`src/hw/rtl/rcts_pkg.sv`:
```
package rcts_pkg;

    // Configuration register indexes
    localparam logic [2:0] CFG_SCREEN_HEIGHT = 3'd0;
    localparam logic [2:0] CFG_CEILING_COLOR = 3'd1;
    localparam logic [2:0] CFG_FLOOR_COLOR   = 3'd2;
    localparam logic [2:0] CFG_VIEW_PITCH    = 3'd3;
    localparam logic [2:0] CFG_EYE_OFFSET    = 3'd4;
    localparam logic [2:0] CFG_PLAYER_X      = 3'd5;
    localparam logic [2:0] CFG_PLAYER_Y      = 3'd6;

    localparam logic [10:0] SCREEN_HEIGHT_RESET = 11'd480;

    // Item actions
    localparam logic ACT_LOAD  = 1'b0;
    localparam logic ACT_SHADE = 1'b1;

    // Hit sides
    localparam logic SIDE_VERTICAL = 1'b0;

    // Texture faces
    localparam logic [1:0] FACE_NORTH = 2'd0;
    localparam logic [1:0] FACE_SOUTH = 2'd1;
    localparam logic [1:0] FACE_WEST  = 2'd2;
    localparam logic [1:0] FACE_EAST  = 2'd3;

    // Pixel regions
    typedef logic [1:0] t_region;
    localparam t_region REGION_CEILING = 2'd0;
    localparam t_region REGION_WALL    = 2'd1;
    localparam t_region REGION_FLOOR   = 2'd2;

endpackage

```
`src/hw/rtl/rcts_div.sv`:
```
module rcts_div
    import rcts_pkg::*;
#(
    parameter int DW = 17,
    parameter int QW = 6,
    parameter int SW = 8
) (
    input  logic               i_clk,
    input  logic               i_rst_n,
    input  logic               i_valid,
    output logic               o_ready,
    input  logic [DW+QW-1:0]   i_num,
    input  logic [DW-1:0]      i_den,
    input  logic [SW-1:0]      i_side,
    output logic               o_valid,
    input  logic               i_ready,
    output logic [QW-1:0]      o_quot,
    output logic [SW-1:0]      o_side
);

    localparam int NW = DW + QW;

    logic          r_v   [QW];
    logic [NW-1:0] r_rem [QW];
    logic [DW-1:0] r_den [QW];
    logic [QW-1:0] r_q   [QW];
    logic [SW-1:0] r_sd  [QW];

    logic          w_v_in   [QW];
    logic [NW-1:0] w_rem_in [QW];
    logic [DW-1:0] w_den_in [QW];
    logic [QW-1:0] w_q_in   [QW];
    logic [SW-1:0] w_sd_in  [QW];
    logic [NW-1:0] w_sh     [QW];
    logic          w_ge     [QW];
    logic [QW:0]   w_en;

    // One quotient bit per stage, most significant first
    always_comb begin
        w_en[QW] = i_ready;
        for (int k = 0; k < QW; k++) begin
            if (k == 0) begin
                w_v_in[k]   = i_valid;
                w_rem_in[k] = i_num;
                w_den_in[k] = i_den;
                w_q_in[k]   = '0;
                w_sd_in[k]  = i_side;
            end else begin
                w_v_in[k]   = r_v[k-1];
                w_rem_in[k] = r_rem[k-1];
                w_den_in[k] = r_den[k-1];
                w_q_in[k]   = r_q[k-1];
                w_sd_in[k]  = r_sd[k-1];
            end
            w_sh[k] = NW'(w_den_in[k]) << (QW - 1 - k);
            w_ge[k] = w_rem_in[k] >= w_sh[k];
        end
        for (int k = QW - 1; k >= 0; k--) begin
            w_en[k] = !r_v[k] || w_en[k+1];
        end
    end

    always_ff @(posedge i_clk) begin
        for (int k = 0; k < QW; k++) begin
            if (!i_rst_n) begin
                r_v[k] <= 1'b0;
            end else if (w_en[k]) begin
                r_v[k] <= w_v_in[k];
            end
        end
    end

    always_ff @(posedge i_clk) begin
        for (int k = 0; k < QW; k++) begin
            if (w_en[k]) begin
                r_rem[k] <= w_ge[k] ? w_rem_in[k] - w_sh[k] : w_rem_in[k];
                r_den[k] <= w_den_in[k];
                r_q[k]   <= w_q_in[k] | (w_ge[k] ? (QW'(1) << (QW - 1 - k)) : '0);
                r_sd[k]  <= w_sd_in[k];
            end
        end
    end

    assign o_ready = w_en[0];
    assign o_valid = r_v[QW-1];
    assign o_quot  = r_q[QW-1];
    assign o_side  = r_sd[QW-1];

endmodule

```
`config.mk`:
```
export PLATFORM = sky130hd
export DESIGN_NAME = rcts_div
export DESIGN_NICKNAME = d
export VERILOG_FILES = /design/src/hw/rtl/rcts_pkg.sv /design/src/hw/rtl/rcts_div.sv
export SDC_FILE = /design/constraint.sdc
export NUM_CORES = 1
export LEC_CHECK = 0
export ABC_CLOCK_PERIOD_IN_PS = 4300
export BUFFER_PORTS_ARGS = -buffer_cell sky130_fd_sc_hd__buf_4
export CAP_MARGIN = 20
export CORE_MARGIN = 10
export CORE_UTILIZATION = 35
export CTS_BUF_LIST = sky130_fd_sc_hd__clkbuf_4
export CTS_CLUSTER_DIAMETER = 200
export DETAILED_ROUTE_END_ITERATION = 6
export GPL_TIMING_DRIVEN = 0
export MAX_ROUTING_LAYER = met4
export PLACE_DENSITY = 0.53
export SETUP_SLACK_MARGIN = 0.02
export SLEW_MARGIN = 20
export SYNTH_ARGS = -nofsm -noshare
export SYNTH_HDL_FRONTEND = slang
export SYNTH_SLANG_ARGS = --single-unit
export TNS_END_PERCENT = 10
```
`constraint.sdc`:
```
create_clock -name i_clk -period 4.3 [get_ports i_clk]
set_input_delay 0.86 -clock i_clk [delete_from_list [all_inputs] [get_ports i_clk]]
set_output_delay 0.86 -clock i_clk [all_outputs]
set_load 0.02 [all_outputs]
```
==> results of run 1 <==
[cells in the final DEF (no fill, tap or decap), types with 12 or more instances in the layout]
cell type | netlist | layout
a21o_1 | 29 | 29
a21oi_1 | 106 | 106
a31oi_1 | 13 | 13
and3_1 | 13 | 13
buf_4 | 1 | 68
clkbuf_1 | 12 | 12
clkbuf_4 | 0 | 104
edfxtp_1 | 274 | 274
ha_1 | 102 | 102
inv_1 | 125 | 124
mux2_2 | 25 | 25
nand2_1 | 78 | 76
nand2b_1 | 13 | 13
nand4_1 | 12 | 12
nor2_1 | 80 | 80
nor2b_1 | 20 | 20
nor3_1 | 21 | 21
o21a_1 | 15 | 15
o21ai_0 | 64 | 64
xnor2_1 | 43 | 43
xor2_1 | 29 | 29
[flip-flops by register name (all words and copies together), names as in the netlist]
register,count
r_rem,115
r_den,85
r_v,6
r_q,21
r_sd,48
[worst max-delay path: stages (launching register included)]
cell and delay [ps]:
edfxtp_1 340, nor2b_1 410, and3_1 230, clkbuf_1 420
nand4_1 270, buf_6 230, buf_6 160, buf_6 160
buf_4 160
[cells by family after synthesis]
group | after synthesis
AOI/OAI and AO/OA | 305
xor gates and xnor gates | 72
adders and majority gates | 107
buffers and inverters | 149
DFF | 275
muxes | 26
and+or+nand+nor | 289
[layout make-up]
class | count | area share
inverter | 126 | 0.0282
multi-input combinational | 799 | 0.341
tap | 532 | 0.0397
antenna | 1 | 0.000149
clock buffer | 104 | 0.0466
clock inverter | 18 | 0.0123
buffer | 23 | 0.00679
sequential | 275 | 0.492
timing repair buffer | 71 | 0.0332
[per-layer routing]
metal,track usage,vias up
met4,0.0628,0
met2,0.207,173
met3,0.0264,72
met1,0.135,4304
li1,-,4829
met5,-,-
[report_power, final]
part           total [mW]  leakage [nW]  internal, mW  switching [mW]
clock network        2.41         0.578          1.41            1.00
logic                3.63          3.44          1.64            1.99
registers            4.10          2.88          3.77           0.335
total                10.1          6.90          6.81            3.33
[final timing paths]
check	start	to	slack (ps)	cells after the start
max	r_v[2][1]	o_ready	380	8
min	i_den[14]	r_den[0][14]	370	1
max reg2reg	r_den[3][0]	r_rem[4][3]	830	11
min reg2reg	r_q[4][1]	r_q[5][1]	400	0
[through the flow]
stage | cell area (um^2) | utilization | std cells | TNS [ps]
after floorplan | 14500 | - | 1223 | 0
after global placement | 15700 | 0.383 | 1821 | -26350
after detailed placement | 15800 | 0.385 | 1825 | 0
after CTS | 16800 | 0.410 | 1948 | 0
after global routing | 16800 | 0.410 | 1949 | 0
final | 16800 | 0.410 | 1949 | 0
[repair_timing]
item / in CTS / in global routing
buffers inserted: 1 / 0
endpoints found under the setup margin: 1 / 0
hold buffers: 0 / 0
resized for setup: 0 / 0
==> reports/metrics.csv, run 1 <==
stage,metric,value,unit
pwr,Pwr Density,605,nW/um^2
timing,min Tclk post-route,3920,ps
synth,Synth Warn #,0,
route,routed length per instance,15.3,um
floorplanning,Die Span X,224,um
place,Post-DP HPWL,23100,um
setup_path,Worst EP required,3440,ps
synth,"Seq/Total Area, Yosys",0.568,
global_routing,total grt overflow,0,
pwr,maximum VDD drop,0.163,mV
synth,Mapped Cells,1223,
synth,Post-Syn Nets,1382,
route,Vias,9378,
setup_path,CP Class,reg2out,
layout,register area,8250,um^2
route,DR vias/cell,4.81,
place,number of port buffers,66,
floorplanning,Starting Density,0.355,
timing,slew margin rel.,0.473,
hold_path,Hold Path Class,in2reg,
setup_path,kind of start point of the critical path,flip-flop,
synth,Area contributors post-synth,"edfxtp_1 57%, ha_1 8.8%, a21oi_1 3.7%",
synth,asr flop ratio synth,0,
timing,setup ws final,378,ps
timing,final setup vio count,0,
setup_path,"Data arrival, critical path",3060,ps
timing,"Hold Vio Cnt, Final",0,
floorplanning,Ports,68,
synth,most frequent cell after synthesis,edfxtp_1,
run,MaxCap Viol Count,0,
floorplanning,DIE HEIGHT,224,um
clocking,H-tree depth,3,
route,final wirelength,29700,um
route,Post-DRT Antenna Nets,0,
layout,Fill cells,3958,
timing,max-slew violations,0,
synth,Mean Syn Cell Area,11.9,um^2
global_routing,number of global-route vias before repair,9846,
synth,ys flop type,edfxtp_1,
setup_path,CP endpoint kind,output pin,
clocking,TritonCTS clock tree,yes,
route,Metal-1 WL,12800,um
global_routing,largest net degree at the start of global routing,54,
floorplanning,Site Rows,74,
route,top routing layer used,met4,
timing,WHS,369,ps
synth,synth cell count leaders,"274 x edfxtp_1, 125 x inv_1, 106 x a21oi_1",
route,Residual DRC,0,
route,wire length on met3,1100,um
synth,number of synthesized flops with an enable pin,274,
route,Starting DRT DRC Count,398,
synth,main combinational cell family by area after synthesis,compound AO/OA/AOI/OAI gates,
timing,Max Fclk,0.255,GHz
global_routing,first-pass GRT wire length,48800,um
timing,Worst-Margin Slew,780,ps
status,outcome,"finished, final reports clean",
clocking,CTS Root Cell,clkbuf_4,
place,dpl ws,5.74,ps
synth,post-synth top area share,0.566,
timing,Tcrit/Tclk final,0.912,
floorplanning,die area,50100,um^2
global_routing,GRT Total Usage,0.123,
pwr,leak pwr,6.90,nW
layout,footprint of the multi-input gates,5720,um^2
layout,Area Overhead vs Synth,15.4,%
route,wire length on met2,14700,um
floorplanning,core region area,40900,um^2
synth,mux share of post-synthesis cell area,0.0201,
synth,area of the mapped netlist,14500,um^2
clocking,clk buf depth,3,
synth,synthesized flop and latch total,275,
synth,Synth Area in Compound Gates,0.136,
place,gpl congestion,0.886,
global_routing,antenna violations before repair,1,
synth,adder-cell share of the synthesized area,0.0947,
clocking,"CTS clk-pin slew, worst paths",60,ps
setup_path,crit-path max FO,15,
synth,Synth Area in Simple Gates,0.0974,
clocking,clock sinks,275,
synth,post-synth cell types,69,
timing,RSZ-0062 raised after global routing,no,
synth,XOR/XNOR Fraction of Synth Area,0.0434,
route,drt pass-1 iters,4,
pwr,total design power,10.1,mW
clocking,later-pin clock latency in the skew report,690,ps
clocking,Num CTS Buffers,71,
timing,Setup Skew,38.2,ps
layout,layout cell share with drive strength beyond 1,0.174,
layout,Final #Nets,1526,
synth,"area leader, netlist",edfxtp_1,
No activity file was read; power rests on OpenSTA's default activity.
==> run 2: changes to the inputs <==
Settings changed: BUFFER_PORTS_ARGS -buffer_cell sky130_fd_sc_hd__buf_4 to default, DONT_BUFFER_PORTS from default to 1, PLACE_DENSITY 0.53 to 0.52.
==> run 2 against run 1 <==
Combinational power shrank 2%. Register-to-register slack got worse by 30 ps. Cell count is 2.7% lower. Hold slack lost 110 ps. Sequential cell count stayed put. Non-clock buffer count is 66 lower. First-iteration DRC count shrank 1.3%. Sequential power about the same. Utilization decreased by 1.2 points. Critical path type unchanged. Sequential share of layout area increased by 1.5 points.
==> reports/metrics.csv, run 2 (same netlist as run 1, synthesis figures left out) <==
stage,metric,value,unit,change
route,top routing layer used,met4,,
timing,max-slew violations,0,,unchanged
layout,most frequent cells in the layout,"274 x edfxtp_1, 124 x inv_1, 115 x clkbuf_4",,
run,MaxCap Viol Count,0,,unchanged
layout,"leading cell type in the layout, fill and taps excluded",edfxtp_1,,
setup_path,kind of start point of the critical path,flip-flop,,
floorplanning,DIE HEIGHT,224,um,unchanged
layout,Fill cells,3973,,+0.38%
timing,WHS,262,ps,-107 ps
route,Vias,9286,,-0.98%
pwr,maximum VDD drop,0.181,mV,+11%
route,routed length per instance,15.7,um,+2.6%
pwr,Pwr Density,614,nW/um^2,+1.4%
place,gpl congestion,0.853,,-3.8%
clocking,"CTS clk-pin slew, worst paths",60,ps,about the same
timing,RSZ-0062 raised after global routing,no,,
layout,largest reg by FF count,r_rem,,
clocking,clk buf depth,3,,unchanged
place,Post-DP HPWL,23100,um,-0.21%
layout,Area Overhead vs Synth,12.0,%,
route,final wirelength,29700,um,-0.24%
setup_path,Worst Setup SP,r_v[2][1],,
clocking,clock sinks,275,,unchanged
setup_path,worst r2r path cells,11,,unchanged
setup_path,CP Class,reg2out,,
status,outcome,"finished, final reports clean",,
pwr,total design power,9.98,mW,-1.6%
route,wire length on met3,1430,um,+30%
floorplanning,Ports,68,,unchanged
setup_path,Reg-to-Reg Start,r_den[3][0],,
floorplanning,Starting Density,0.355,,unchanged
route,drt pass-1 iters,5,,+1
route,DR vias/cell,4.90,,+1.8%
route,Residual DRC,0,,unchanged
route,Post-DRT Antenna Nets,0,,unchanged
setup_path,Setup crit end,o_ready,,
global_routing,GRT Total Usage,0.122,,-0.000679
setup_path,RR Endpoint,r_rem[4][1],,
place,number of port buffers,0,,-100%
clocking,TritonCTS clock tree,yes,,
clocking,# Post-CTS Setup Buffers,0,,-1
global_routing,total grt overflow,0,,unchanged
timing,"Hold Vio Cnt, Final",0,,unchanged
global_routing,antenna violations before repair,2,,+1
floorplanning,Die Span X,224,um,unchanged
hold_path,Hold Path Class,in2reg,,
clocking,CTS Root Cell,clkbuf_4,,
route,Starting DRT DRC Count,393,,-1.3%
clocking,later-pin clock latency in the skew report,690,ps,about the same
route,wire length on met2,14200,um,-3.3%
timing,min Tclk post-route,3700,ps,-225 ps
layout,Final #Nets,1464,,-4.1%
clocking,Num CTS Buffers,75,,+5.6%
timing,slew margin rel.,0.443,,-0.0297
global_routing,number of global-route vias before repair,9742,,-1.1%
clocking,# hold bufs at CTS,0,,unchanged
pwr,leak pwr,6.60,nW,-4.4%
setup_path,CP endpoint kind,output pin,,
setup_path,crit-path max FO,8,,-7
layout,layout cell share with drive strength beyond 1,0.140,,-0.0334
layout,max FFs per register,115,,unchanged
floorplanning,Site Rows,74,,unchanged
clocking,H-tree depth,3,,unchanged
layout,largest registers in the final layout,"r_rem (115), r_den (85), r_sd (48)",,
global_routing,first-pass GRT wire length,48200,um,-1.2%
timing,Tcrit/Tclk final,0.860,,-0.0522
floorplanning,die area,50100,um^2,unchanged
setup_path,reg2reg setup slack,800,ps,-30 ps
hold_path,critical hold path startpoint,i_den[5],,
layout,Finished Layout Cells,1896,,-2.7%
global_routing,largest net degree at the start of global routing,54,,unchanged
place,placed insts,1760,,-3.6%
timing,Max Fclk,0.270,GHz,+6.1%
setup_path,Worst EP required,3440,ps,about the same
timing,final setup vio count,0,,unchanged
setup_path,"Data arrival, critical path",2840,ps,-220 ps
timing,Worst-Margin Slew,824,ps,+43.9 ps
floorplanning,core region area,40900,um^2,unchanged
clocking,post-CTS sizing,0,,unchanged
route,Metal-1 WL,12800,um,-0.27%
timing,Setup Skew,58.9,ps,+20.7 ps
==> run 2: cell types whose count changed in the layout (fill, tap and decap cells not counted) <==
cell       previous run  this run
buf_4                68         1
clkbuf_4            104       115
bufinv_16             5         1
clkinv_2              3         6
diode_2               1         3
buf_8                 0         1
inv_2                 3         4
==> run 2: how the worst min path moves through the flow <==
stage                     cells after the start  slack (ps)           to
after floorplan                               0         400    r_q[1][5]
after global placement                        0         400   r_sd[4][6]
after detailed placement                      0         400    r_q[2][5]
after CTS                                     0         170  r_den[0][6]
final                                         0         260  r_den[0][5]
after global routing                          0         150   r_sd[0][0]
==> run 2: metrics by stage <==
step / area (um^2) / setup TNS (ps) / worst slack (ps) / utilization
final: 16300 / 0 / 602 / 0.398
after global routing: 16300 / 0 / 316 / 0.398
after CTS: 16300 / 0 / 518 / 0.397
after detailed placement: 15300 / 0 / 505 / 0.374
after global placement: 15200 / -28930 / -776 / 0.371
after floorplan: 14500 / 0 / 150 / -
==> run 2: area by class of cell <==
cell class	count	area (um^2)	area share
multi-input combinational	799	5720	0.352
timing repair buffer	5	68.8	0.00423
tap	532	666	0.0409
sequential	275	8250	0.507
clock buffer	115	863	0.0531
inverter	126	473	0.0291
buffer	23	114	0.00700
antenna	3	7.51	0.000461
clock inverter	18	105	0.00646
==> run 2: critical path: stages, from the launching register on <==
cell	delay (ps)
edfxtp_1	480
nor2b_1	450
and3_1	220
clkbuf_1	420
nand4_1	360
buf_6	270
==> run 2: per-layer routing <==
metal | GRT usage | vias up
met3 | 0.0301 | 80
met4 | 0.0704 | 0
met5 | - | -
met2 | 0.200 | 209
li1 | - | 4722
met1 | 0.134 | 4275
==> run 2: power by group <==
| part | internal, mW | switching [mW] |
|---|---|---|
| Clock | 1.28 | 1.02 |
| Sequential | 3.77 | 0.363 |
| Combinational | 1.59 | 1.95 |
